<file path="src/rtl/lmqb_pkg.sv">
// ----------------------------------------------------------------------------
// lmqb_pkg
// Shared types and codes for the linked multi-queue buffer.
// ----------------------------------------------------------------------------
package lmqb_pkg;

  typedef enum logic [1:0] {
    OP_PUSH  = 2'd0,
    OP_DUMP  = 2'd1,
    OP_CLEAR = 2'd2,
    OP_NOP   = 2'd3
  } op_t;

  typedef enum logic [2:0] {
    ST_ELEM    = 3'd0,
    ST_EMPTY   = 3'd1,
    ST_PUSHED  = 3'd2,
    ST_FULL    = 3'd3,
    ST_CLEARED = 3'd4
  } status_t;

  typedef enum logic [1:0] {
    S_IDLE = 2'd0,
    S_EXEC = 2'd1,
    S_DUMP = 2'd2
  } state_t;

  typedef struct packed {
    logic [1:0]         op;
    logic [3:0]         queue_sel;
    logic signed [31:0] value;
  } in_t;

  typedef struct packed {
    logic [2:0]         status;
    logic signed [31:0] elem_value;
    logic               last;
  } out_t;

  // controller -> datapath
  typedef struct packed {
    logic    load;        // latch input item, start lookups
    logic    push;        // link new entry onto queue
    logic    clear;       // splice queue onto free chain
    logic    dump_start;  // issue reads at queue head
    logic    dump_next;   // advance walk to next entry
    logic    emit;        // load output register
    status_t status;
    logic    last;
  } cmd_t;

  // datapath -> controller
  typedef struct packed {
    op_t  op;
    logic q_ok;        // queue number in range
    logic q_live;      // queue in range and not empty
    logic pool_empty;
    logic final_elem;  // current dump element is the tail
    logic out_free;
  } sts_t;

endpackage

</file>
<file path="src/rtl/lmqb_ctrl.sv">
// ----------------------------------------------------------------------------
// lmqb_ctrl
// Sequencer: accepts one item, runs push/clear/dump, drives emit commands.
// ----------------------------------------------------------------------------
module lmqb_ctrl (
  input  logic           clk,
  input  logic           rst_n,
  input  logic           in_valid,
  output logic           in_ready,
  input  lmqb_pkg::sts_t sts,
  output lmqb_pkg::cmd_t cmd
);

  lmqb_pkg::state_t state_r, state_nxt;

  always_ff @(posedge clk) begin
    if (!rst_n) begin
      state_r <= lmqb_pkg::S_IDLE;
    end else begin
      state_r <= state_nxt;
    end
  end

  // next state
  always_comb begin
    state_nxt = state_r;
    unique case (state_r)
      lmqb_pkg::S_IDLE: begin
        if (in_valid) state_nxt = lmqb_pkg::S_EXEC;
      end
      lmqb_pkg::S_EXEC: begin
        unique case (sts.op)
          lmqb_pkg::OP_DUMP: begin
            if (sts.q_live) state_nxt = lmqb_pkg::S_DUMP;
            else if (sts.out_free) state_nxt = lmqb_pkg::S_IDLE;
          end
          lmqb_pkg::OP_NOP: state_nxt = lmqb_pkg::S_IDLE;
          default: begin
            if (sts.out_free) state_nxt = lmqb_pkg::S_IDLE;
          end
        endcase
      end
      lmqb_pkg::S_DUMP: begin
        if (sts.out_free && sts.final_elem) state_nxt = lmqb_pkg::S_IDLE;
      end
      default: state_nxt = lmqb_pkg::S_IDLE;
    endcase
  end

  // outputs
  always_comb begin
    in_ready       = 1'b0;
    cmd            = '0;
    cmd.status     = lmqb_pkg::ST_ELEM;
    unique case (state_r)
      lmqb_pkg::S_IDLE: begin
        in_ready = 1'b1;
        cmd.load = in_valid;
      end
      lmqb_pkg::S_EXEC: begin
        unique case (sts.op)
          lmqb_pkg::OP_PUSH: begin
            cmd.emit = sts.out_free;
            cmd.last = 1'b1;
            if (!sts.q_ok || sts.pool_empty) begin
              cmd.status = lmqb_pkg::ST_FULL;
            end else begin
              cmd.status = lmqb_pkg::ST_PUSHED;
              cmd.push   = sts.out_free;
            end
          end
          lmqb_pkg::OP_DUMP: begin
            if (sts.q_live) begin
              cmd.dump_start = 1'b1;
            end else begin
              cmd.emit   = sts.out_free;
              cmd.status = lmqb_pkg::ST_EMPTY;
              cmd.last   = 1'b1;
            end
          end
          lmqb_pkg::OP_CLEAR: begin
            cmd.emit   = sts.out_free;
            cmd.status = lmqb_pkg::ST_CLEARED;
            cmd.last   = 1'b1;
            cmd.clear  = sts.out_free && sts.q_live;
          end
          default: ;
        endcase
      end
      lmqb_pkg::S_DUMP: begin
        cmd.status = lmqb_pkg::ST_ELEM;
        cmd.last   = sts.final_elem;
        cmd.emit   = sts.out_free;
        // on a stall the datapath re-reads the current entry
        cmd.dump_next = sts.out_free && !sts.final_elem;
      end
      default: ;
    endcase
  end

endmodule

</file>
<file path="src/rtl/lmqb_dp.sv">
// ----------------------------------------------------------------------------
// lmqb_dp
// Datapath: queue table, link and data memories, free chain, output register.
// ----------------------------------------------------------------------------
module lmqb_dp #(
  parameter int NUM_QUEUES   = 16,
  parameter int POOL_ENTRIES = 64
) (
  input  logic           clk,
  input  logic           rst_n,
  input  lmqb_pkg::in_t  in_data,
  input  lmqb_pkg::cmd_t cmd,
  output lmqb_pkg::sts_t sts,
  output logic           out_valid,
  input  logic           out_ready,
  output lmqb_pkg::out_t out_data
);

  localparam int PW = $clog2(POOL_ENTRIES);
  localparam int CW = $clog2(POOL_ENTRIES + 1);
  localparam int QW = (NUM_QUEUES > 1) ? $clog2(NUM_QUEUES) : 1;
  localparam int QE = 2 * PW + CW;

  // memories
  logic [QE-1:0] qtab_mem [NUM_QUEUES];    // {head, tail, count}
  logic [PW-1:0] link_mem [POOL_ENTRIES];
  logic [31:0]   data_mem [POOL_ENTRIES];

  logic [NUM_QUEUES-1:0]   nonempty_r;
  logic [POOL_ENTRIES-1:0] link_vld_r;     // clear = reset free chain value

  lmqb_pkg::op_t      op_r;
  logic [QW-1:0]      q_r, q_nxt;
  logic               q_ok_r;
  logic signed [31:0] value_r;
  logic [PW-1:0]      free_head_r, free_tail_r;
  logic [CW-1:0]      free_cnt_r;
  logic [PW-1:0]      rd_addr_r, rd_addr_nxt;
  logic [PW-1:0]      link_q_r;
  logic               link_vld_q_r;
  logic [31:0]        data_q_r;
  logic [QE-1:0]      qent_q_r;
  logic [CW-1:0]      rem_r;
  logic               out_valid_r;
  lmqb_pkg::out_t     out_data_r, out_data_nxt;

  logic [PW-1:0] q_head, q_tail, link_rd, link_wa, link_wd;
  logic [CW-1:0] q_cnt;
  logic          q_live, link_we, out_free;
  logic [QE-1:0] qent_wd;

  assign {q_head, q_tail, q_cnt} = qent_q_r;
  assign q_live   = q_ok_r && nonempty_r[q_r];
  assign out_free = !out_valid_r || out_ready;

  // entry never linked since reset still holds its free chain successor
  assign link_rd = link_vld_q_r ? link_q_r :
                   (rd_addr_r == PW'(POOL_ENTRIES - 1)) ? '0 : rd_addr_r + PW'(1);

  assign q_nxt = cmd.load ? QW'(in_data.queue_sel) : q_r;

  always_comb begin
    if (cmd.load)            rd_addr_nxt = free_head_r;
    else if (cmd.dump_start) rd_addr_nxt = q_head;
    else if (cmd.dump_next)  rd_addr_nxt = link_rd;
    else                     rd_addr_nxt = rd_addr_r;
  end

  always_comb begin
    link_we = 1'b0;
    link_wa = q_tail;
    link_wd = free_head_r;
    if (cmd.push && q_live) begin
      link_we = 1'b1;
    end else if (cmd.clear && free_cnt_r != '0) begin
      link_we = 1'b1;
      link_wa = free_tail_r;
      link_wd = q_head;
    end
  end

  assign qent_wd = q_live ? {q_head, free_head_r, q_cnt + CW'(1)}
                          : {free_head_r, free_head_r, CW'(1)};

  always_ff @(posedge clk) begin
    link_q_r     <= link_mem[rd_addr_nxt];
    data_q_r     <= data_mem[rd_addr_nxt];
    qent_q_r     <= qtab_mem[q_nxt];
    link_vld_q_r <= link_vld_r[rd_addr_nxt];
    if (link_we) link_mem[link_wa] <= link_wd;
    if (cmd.push) begin
      data_mem[free_head_r] <= value_r;
      qtab_mem[q_r]         <= qent_wd;
    end
  end

  // item payload and walk registers
  always_ff @(posedge clk) begin
    q_r       <= q_nxt;
    rd_addr_r <= rd_addr_nxt;
    if (cmd.load) begin
      op_r    <= lmqb_pkg::op_t'(in_data.op);
      q_ok_r  <= 32'(in_data.queue_sel) < 32'(NUM_QUEUES);
      value_r <= in_data.value;
    end
    if (cmd.dump_start)     rem_r <= q_cnt;
    else if (cmd.dump_next) rem_r <= rem_r - CW'(1);
  end

  // free chain and queue flags
  always_ff @(posedge clk) begin
    if (!rst_n) begin
      free_head_r <= '0;
      free_tail_r <= PW'(POOL_ENTRIES - 1);
      free_cnt_r  <= CW'(POOL_ENTRIES);
      nonempty_r  <= '0;
      link_vld_r  <= '0;
    end else begin
      if (link_we) link_vld_r[link_wa] <= 1'b1;
      if (cmd.push) begin
        free_head_r   <= link_rd;
        free_cnt_r    <= free_cnt_r - CW'(1);
        nonempty_r[q_r] <= 1'b1;
      end else if (cmd.clear) begin
        if (free_cnt_r == '0) free_head_r <= q_head;
        free_tail_r     <= q_tail;
        free_cnt_r      <= free_cnt_r + q_cnt;
        nonempty_r[q_r] <= 1'b0;
      end
    end
  end

  // output register
  always_comb begin
    out_data_nxt.status     = cmd.status;
    out_data_nxt.elem_value = (cmd.status == lmqb_pkg::ST_ELEM) ? data_q_r : '0;
    out_data_nxt.last       = cmd.last;
  end

  always_ff @(posedge clk) begin
    if (!rst_n) begin
      out_valid_r <= 1'b0;
    end else if (cmd.emit) begin
      out_valid_r <= 1'b1;
    end else if (out_ready) begin
      out_valid_r <= 1'b0;
    end
  end

  always_ff @(posedge clk) begin
    if (cmd.emit) out_data_r <= out_data_nxt;
  end

  assign out_valid = out_valid_r;
  assign out_data  = out_data_r;

  assign sts.op         = op_r;
  assign sts.q_ok       = q_ok_r;
  assign sts.q_live     = q_live;
  assign sts.pool_empty = (free_cnt_r == '0);
  assign sts.final_elem = (rem_r == CW'(1));
  assign sts.out_free   = out_free;

endmodule

</file>
<file path="src/rtl/linked_multi_queue_buffer_top.sv">
// ----------------------------------------------------------------------------
// linked_multi_queue_buffer_top
// Queues sharing one linked entry pool: push, dump, clear.
//
//   channel  ports                       payload
//   input    in_valid / in_ready         in_data  {op, queue_sel, value}
//   result   out_valid / out_ready       out_data {status, elem_value, last}
//
// One item at a time. Push and clear read the queue table and link memory,
// then update. A dump steps through accept, head lookup, then each element
// in turn, read through the single read port of the link memory. Op code 3
// gives no result. Reset is synchronous; no clearing pass. A stalled result
// holds the sequencer in place.
// ----------------------------------------------------------------------------
module linked_multi_queue_buffer_top #(
  parameter int NUM_QUEUES   = 16,
  parameter int POOL_ENTRIES = 64
) (
  input  logic           clk,
  input  logic           rst_n,
  input  logic           in_valid,
  output logic           in_ready,
  input  lmqb_pkg::in_t  in_data,
  output logic           out_valid,
  input  logic           out_ready,
  output lmqb_pkg::out_t out_data
);

  lmqb_pkg::cmd_t cmd;
  lmqb_pkg::sts_t sts;

  lmqb_ctrl u_ctrl (
    .clk      (clk),
    .rst_n    (rst_n),
    .in_valid (in_valid),
    .in_ready (in_ready),
    .sts      (sts),
    .cmd      (cmd)
  );

  lmqb_dp #(
    .NUM_QUEUES   (NUM_QUEUES),
    .POOL_ENTRIES (POOL_ENTRIES)
  ) u_dp (
    .clk       (clk),
    .rst_n     (rst_n),
    .in_data   (in_data),
    .cmd       (cmd),
    .sts       (sts),
    .out_valid (out_valid),
    .out_ready (out_ready),
    .out_data  (out_data)
  );

endmodule
</file>
<file path="config.mk">
export PLATFORM = sky130hd
export DESIGN_NAME = linked_multi_queue_buffer_top
export DESIGN_NICKNAME = d
export VERILOG_FILES = /design/src/rtl/lmqb_pkg.sv /design/src/rtl/lmqb_ctrl.sv /design/src/rtl/lmqb_dp.sv /design/src/rtl/linked_multi_queue_buffer_top.sv
export SDC_FILE = /design/constraint.sdc
export NUM_CORES = 2
export LEC_CHECK = 0
export BUFFER_PORTS_ARGS = -buffer_cell sky130_fd_sc_hd__clkbuf_2
export CORE_MARGIN = 5
export CORE_UTILIZATION = 59
export DETAILED_ROUTE_END_ITERATION = 8
export PLACE_DENSITY = 0.84
export SETUP_SLACK_MARGIN = 0.4
export SKIP_CTS_REPAIR_TIMING = 1
export SYNTH_ARGS = -nofsm -noshare
export SYNTH_HDL_FRONTEND = slang
export SYNTH_HIERARCHICAL = 1
export SYNTH_SLANG_ARGS = --single-unit
</file>
<file path="constraint.sdc">
create_clock -name clk -period 6.4 [get_ports clk]
set_input_delay 0.64 -clock clk [delete_from_list [all_inputs] [get_ports clk]]
set_output_delay 0.64 -clock clk [all_outputs]
set_load 0.1 [all_outputs]
</file>
== Word-level counts from Yosys, hierarchy flattened ==
Memories as Yosys holds them, arrays and structs flattened. A register that Yosys moved wholly into a read port is not among the register bits.
Cells that the tools add are included.
Storage, ports and cells
  flip-flop bits (word level): 190
  bits in latches: 0
  bits in writable memories: 2736
  memory bits (read-only): 0
  input port bits: 42
  output and inout bits: 38
  word-level logic and storage cells: 120
  memories kept: 3
Operators by class
  add/subtract/negate cells: 5
  multiply operators: 0
  div/mod/pow operators: 0
  order comparisons: 5
  equal/unequal tests: 9
  shift-type cells: 0
  mux-type cells: 55
  bitwise operators: 5
  reduce and logical (&&, ||, !) cells: 22
Memories
  u_dp.data_mem: words 64, width 32, read ports 1, clocked after Yosys merged registers in 1, write ports 1, line lmqb_dp.sv:27  | logic [31:0] data_mem [POOL_ENTRIES];
  u_dp.link_mem: words 64, width 6, read ports 1, clocked after Yosys merged registers in 1, write ports 1, line lmqb_dp.sv:26  | logic [PW-1:0] link_mem [POOL_ENTRIES];
  u_dp.qtab_mem: words 16, width 19, read ports 1, clocked after Yosys merged registers in 1, write ports 1, line lmqb_dp.sv:25  | logic [QE-1:0] qtab_mem [NUM_QUEUES];
Operators by type and width (count)
  $mux W6: 12
  $or A64 B64 Y64: 1
  $mux W16: 2
  $mux W7: 4
  $mux W1: 21
  $mux W19: 1
  $and A16 B16 Y16: 1
  $not A16 Y16: 1
  $or A16 B16 Y16: 1
  $pmux W5 S3: 1
  $lt A6 B7 Y1 const B: 2
  $sub A7 B1 Y7 const B: 2
  $pmux W5 S2: 1
  $mux W2: 4
  $reduce_bool A2 Y1: 4
  $add A7 B1 Y7 const B: 1
  $add A7 B7 Y7: 1
  $eq A7 B1 Y1 const B: 1
  $logic_and A1 B1 Y1: 7
  $logic_not A7 Y1: 1
  $reduce_bool A7 Y1: 1
  $add A6 B1 Y6 const B: 1
  $bmux W1 S6: 1
  $demux W1 S6: 1
  21 further kinds: 28

== Depth between registers and ports, before layout ==
  depth after elaboration: 13
  depth in mapped cells: 20
  gate-level depth less buffers: 15

== Hierarchy ==
Netlist, hierarchy kept.
Modules (own cells, without submodules)
  lmqb_dp: instances 1, cells an instance 8436, area an instance 118039.5 um^2, sequential area each 87834.2 um^2
  lmqb_ctrl: instances 1, cells an instance 43, area an instance 281.5 um^2, sequential area each 40.0 um^2

== Worst setup path before layout ==
OpenSTA, ideal clock, no wires.
  kind: register to register
  from: reg u_ctrl.state_r[0]
  to: reg u_dp.data_q_r[21], read port of u_dp.data_mem
  arrival: 5349 ps
  path slack: 924 ps
  stages on the path, launching flop included: 17
  cell sequence: dfxtp_1 inv_1 ha_1 inv_1 nor2_1 buf_2 nand2_1 o31ai_2 nand2_2 inv_2 buf_2 clkbuf_1 buf_1 a311oi_1 o21ai_0 nand4_1 or3_1
RTL lines
  start, declared: line lmqb_ctrl.sv:14  | lmqb_pkg::state_t state_r, state_nxt;
  start signal, assigned: line lmqb_ctrl.sv:18  | state_r <= lmqb_pkg::S_IDLE;
  start signal, assigned: line lmqb_ctrl.sv:20  | state_r <= state_nxt;
  end, declared: line lmqb_dp.sv:41  | logic [31:0] data_q_r;

==> results.cfg <==
[power_and_ir_drop]
switching_share_pct = 22.5
power_mw = 41.5
p_comb_share_pct = 6.6
p_seq_share_pct = 52.4
p_int_mw = 32.1
ir_drop_uv = 297
p_leak_nw = 44.8
powerDensity_mw_per_mm2 = 313
p_sw_mw = 9.34
clkPwrFrac_pct = 41.0

[place]
dp_hpwl_microns = 186000
place_ws_ns = 0.494
io_buffers = 79
place_congestion = 0.880

[die]
io_pins = 80
dieArea_sq_mm = 0.210
start_util_pct = 59.3
num_rows = 164
die_x_microns = 458
coreArea_sq_mm = 0.200
die_h_microns = 458

[timing]
hold_viol = 0
fin_skew_ns = 0.0474
fin_crit_sh_pct = 93.9
maxSlewHeadroom_pct = 7.32
rsz0062_at_grt = yes
period_needed_ns = 6.01
finalSetupTns_ns = 0
post-route-worst-setup-slack_ns = 0.393
tightest_slew_ns = 1.39
setup_viol = 0
drv_slew = 0
max_freq_mhz = 166

[setup_path]
cp_slowest_cell = o22ai_1
cpPeakStageDelay_ns = 0.83
cp_top_family = simple AND/OR/NAND/NOR gates
crit_chain = or3_1, or2_2, nor3b_1, nor2_1, buf_4, or3b_1, or2_4, buf_12, buf_4, and3_1, a211oi_1, a311oi_1, a31oi_1, o22ai_1, or3_1
crit_fanout = 87
timing.critical_path.buf_inv = 3
end_kind = register
cp_data_arrival_time_ns = 6.86
start_kind = register
worst_ep_required_time_ns = 7.26
critPathKind = reg -> reg

[global_routing]
antenna_found_initial = 23
grt_pass1_wl_microns = 497000
grt_pass1_vias = 77800
grt_usage_pct = 31.5
grt_overflow = 0
grt_max_degree = 200

[synth]
netlist_top_cells_area = edfxtp_1, nand2_1, a211oi_1
syn_area_per_cell_sq_um = 14.0
yosysMostFrequentCell = edfxtp_1
ys_seq_elements = 2983
synthesis.nets = 8536
yosys_warnings = 6
yosys_most_used_dff = edfxtp_1
synth_top_area_share_pct = 71.4
yosys.area.top_type = edfxtp_1
synthArstFlopShare_pct = 0
synth.distinct_cells = 95
synth_edf_count = 2813
syn_area_sq_mm = 0.118
synth_cells = 8479
synth-seq-area-share_pct = 74.3
yosys-top-cells-count = edfxtp_1, nand2_1, and3_1, a211oi_1, clkbuf_1

[detailed_routing]
avgRoutedWirePerCell_microns = 29.8
via_count = 79800
drc = 0
drt-vias-per-instance = 7.02
antenna_left = 0
drt_wl_total_microns = 339000
first_iter_violations = 14000
firstDrtPassIters = 7

[min_path]
hold_class = in -> reg

[outcome]
status = finished clean

[clocking]
insertion_delay_ns = 0.95
path_clk_slew_ns = 0.06
cts_tree = yes
numCtsBuffers = 304
clockBufferDepth = 4
cts.sinks = 2983
h-tree-depth = 5
cts_root_buf = clkbuf_16

[finish]
multi_input_area_sq_mm = 0.0284
fillCellCount = 12300
fin_nets = 8559
register_area_sq_mm = 0.0879
area_growth_pct = 11.8
drive_gt1_share_pct = 10.6

[job]
cap_violations = 0
## sequential cells by signal, indices dropped and copies added, names as in the netlist, 7 cells and up, named ones only
name             cells
u_dp/qtab_mem      304
u_dp/link_vld_r     64
u_dp/qent_q_r       19
u_dp/data_q_r       32
u_dp/rem_r           7
u_dp/value_r        32
u_dp/out_data       36
u_dp/free_cnt_r      7
u_dp/data_mem     2048
u_dp/link_mem      384
## worst register-to-register path: stages, from the launching register on
cell and delay (ns):
edfxtp_1 0.43, or3_1 0.41, or2_2 0.29, nor3b_1 0.39
nor2_1 0.10, buf_4 0.19, or3b_1 0.27, or2_4 0.62
buf_12 0.45, buf_4 0.89, and3_1 0.35, a211oi_1 0.06
a311oi_1 0.30, a31oi_1 0.13, o22ai_1 0.83, or3_1 0.23
## power groups by stage
stage          clock network [mW]  registers [mW]  logic [mW]
2_1_floorplan                   0            22.1        1.44
4_1_cts                      17.1            21.7        2.61
3_3_place_gp                    0            22.1        2.48
6_report                     17.0            21.7        2.72
5_1_grt                      17.9            21.7        2.83
3_5_place_dp                    0            22.1        2.57
## layer usage
metal / track usage [%] / vias to the layer above / part of all wire, %
li1: - / 32700 / -
met1: 40.5 / 38400 / 32
met2: 48.7 / 7204 / 46
met3: 7.12 / 1451 / 14
met4: 20.5 / 24 / 7.7
met5: 0 / - / 0.048
## kinds of logic after synthesis
family,count (synthesis),synth area share (%)
multiplexers,103,1.02
AO/OA/AOI/OAI,1719,10.6
flip-flops,2983,74.3
AND/OR/NAND/NOR,2951,11.4
XOR/XNOR,17,0.126
adder cells (fa/ha/maj),15,0.165
other,1,0.00317
buffers and inverters,690,2.38
## cells in the final DEF, fill, tap and decap left out, drive strengths merged, types with 74 or more instances in the layout
master  instances
dfxtp         170
nand2        1744
and3          581
a21oi          85
clkbuf        487
edfxtp       2813
a211oi        500
nand3         199
o21ai         220
buf           265
nor2          189
a311oi        351
a31oi         257
mux2i          74
clkinv         79
## layout make-up
type / count / area share [%]
repair buffers: 377 / 2.40
flip-flops and latches: 2983 / 66.4
clock buffers: 409 / 6.29
well taps: 2656 / 2.51
clock inverters: 112 / 0.811
diodes: 5 / 0.00946
inverters: 30 / 0.114
multi-input cells: 4806 / 21.4
## worst paths after layout
check | from | end | slack, ns | cells after the start
max reg2reg | u_dp/rem_r[3] | u_dp/data_q_r[10] | 0.39 | 15
min reg2reg | u_dp/link_vld_r[53] | u_dp/link_vld_r[53] | 0.45 | 2
max | u_dp/rem_r[3] | u_dp/data_q_r[10] | 0.39 | 15
min | in_valid | u_ctrl/state_r[0] | 0.06 | 3
## metrics by stage
step	std cells	util, %	hold slack (ns)	instance area [sq um]
3_3_place_gp	10800	61.4	0.427	123000
3_5_place_dp	10800	61.4	0.434	123000
6_report	11400	66.3	0.0642	132000
5_1_grt	11400	66.3	0.0610	132000
2_1_floorplan	8479	-	0.417	118000
4_1_cts	11300	66.1	-0.159	132000
Note: power is estimated with default switching activity, not from simulation.
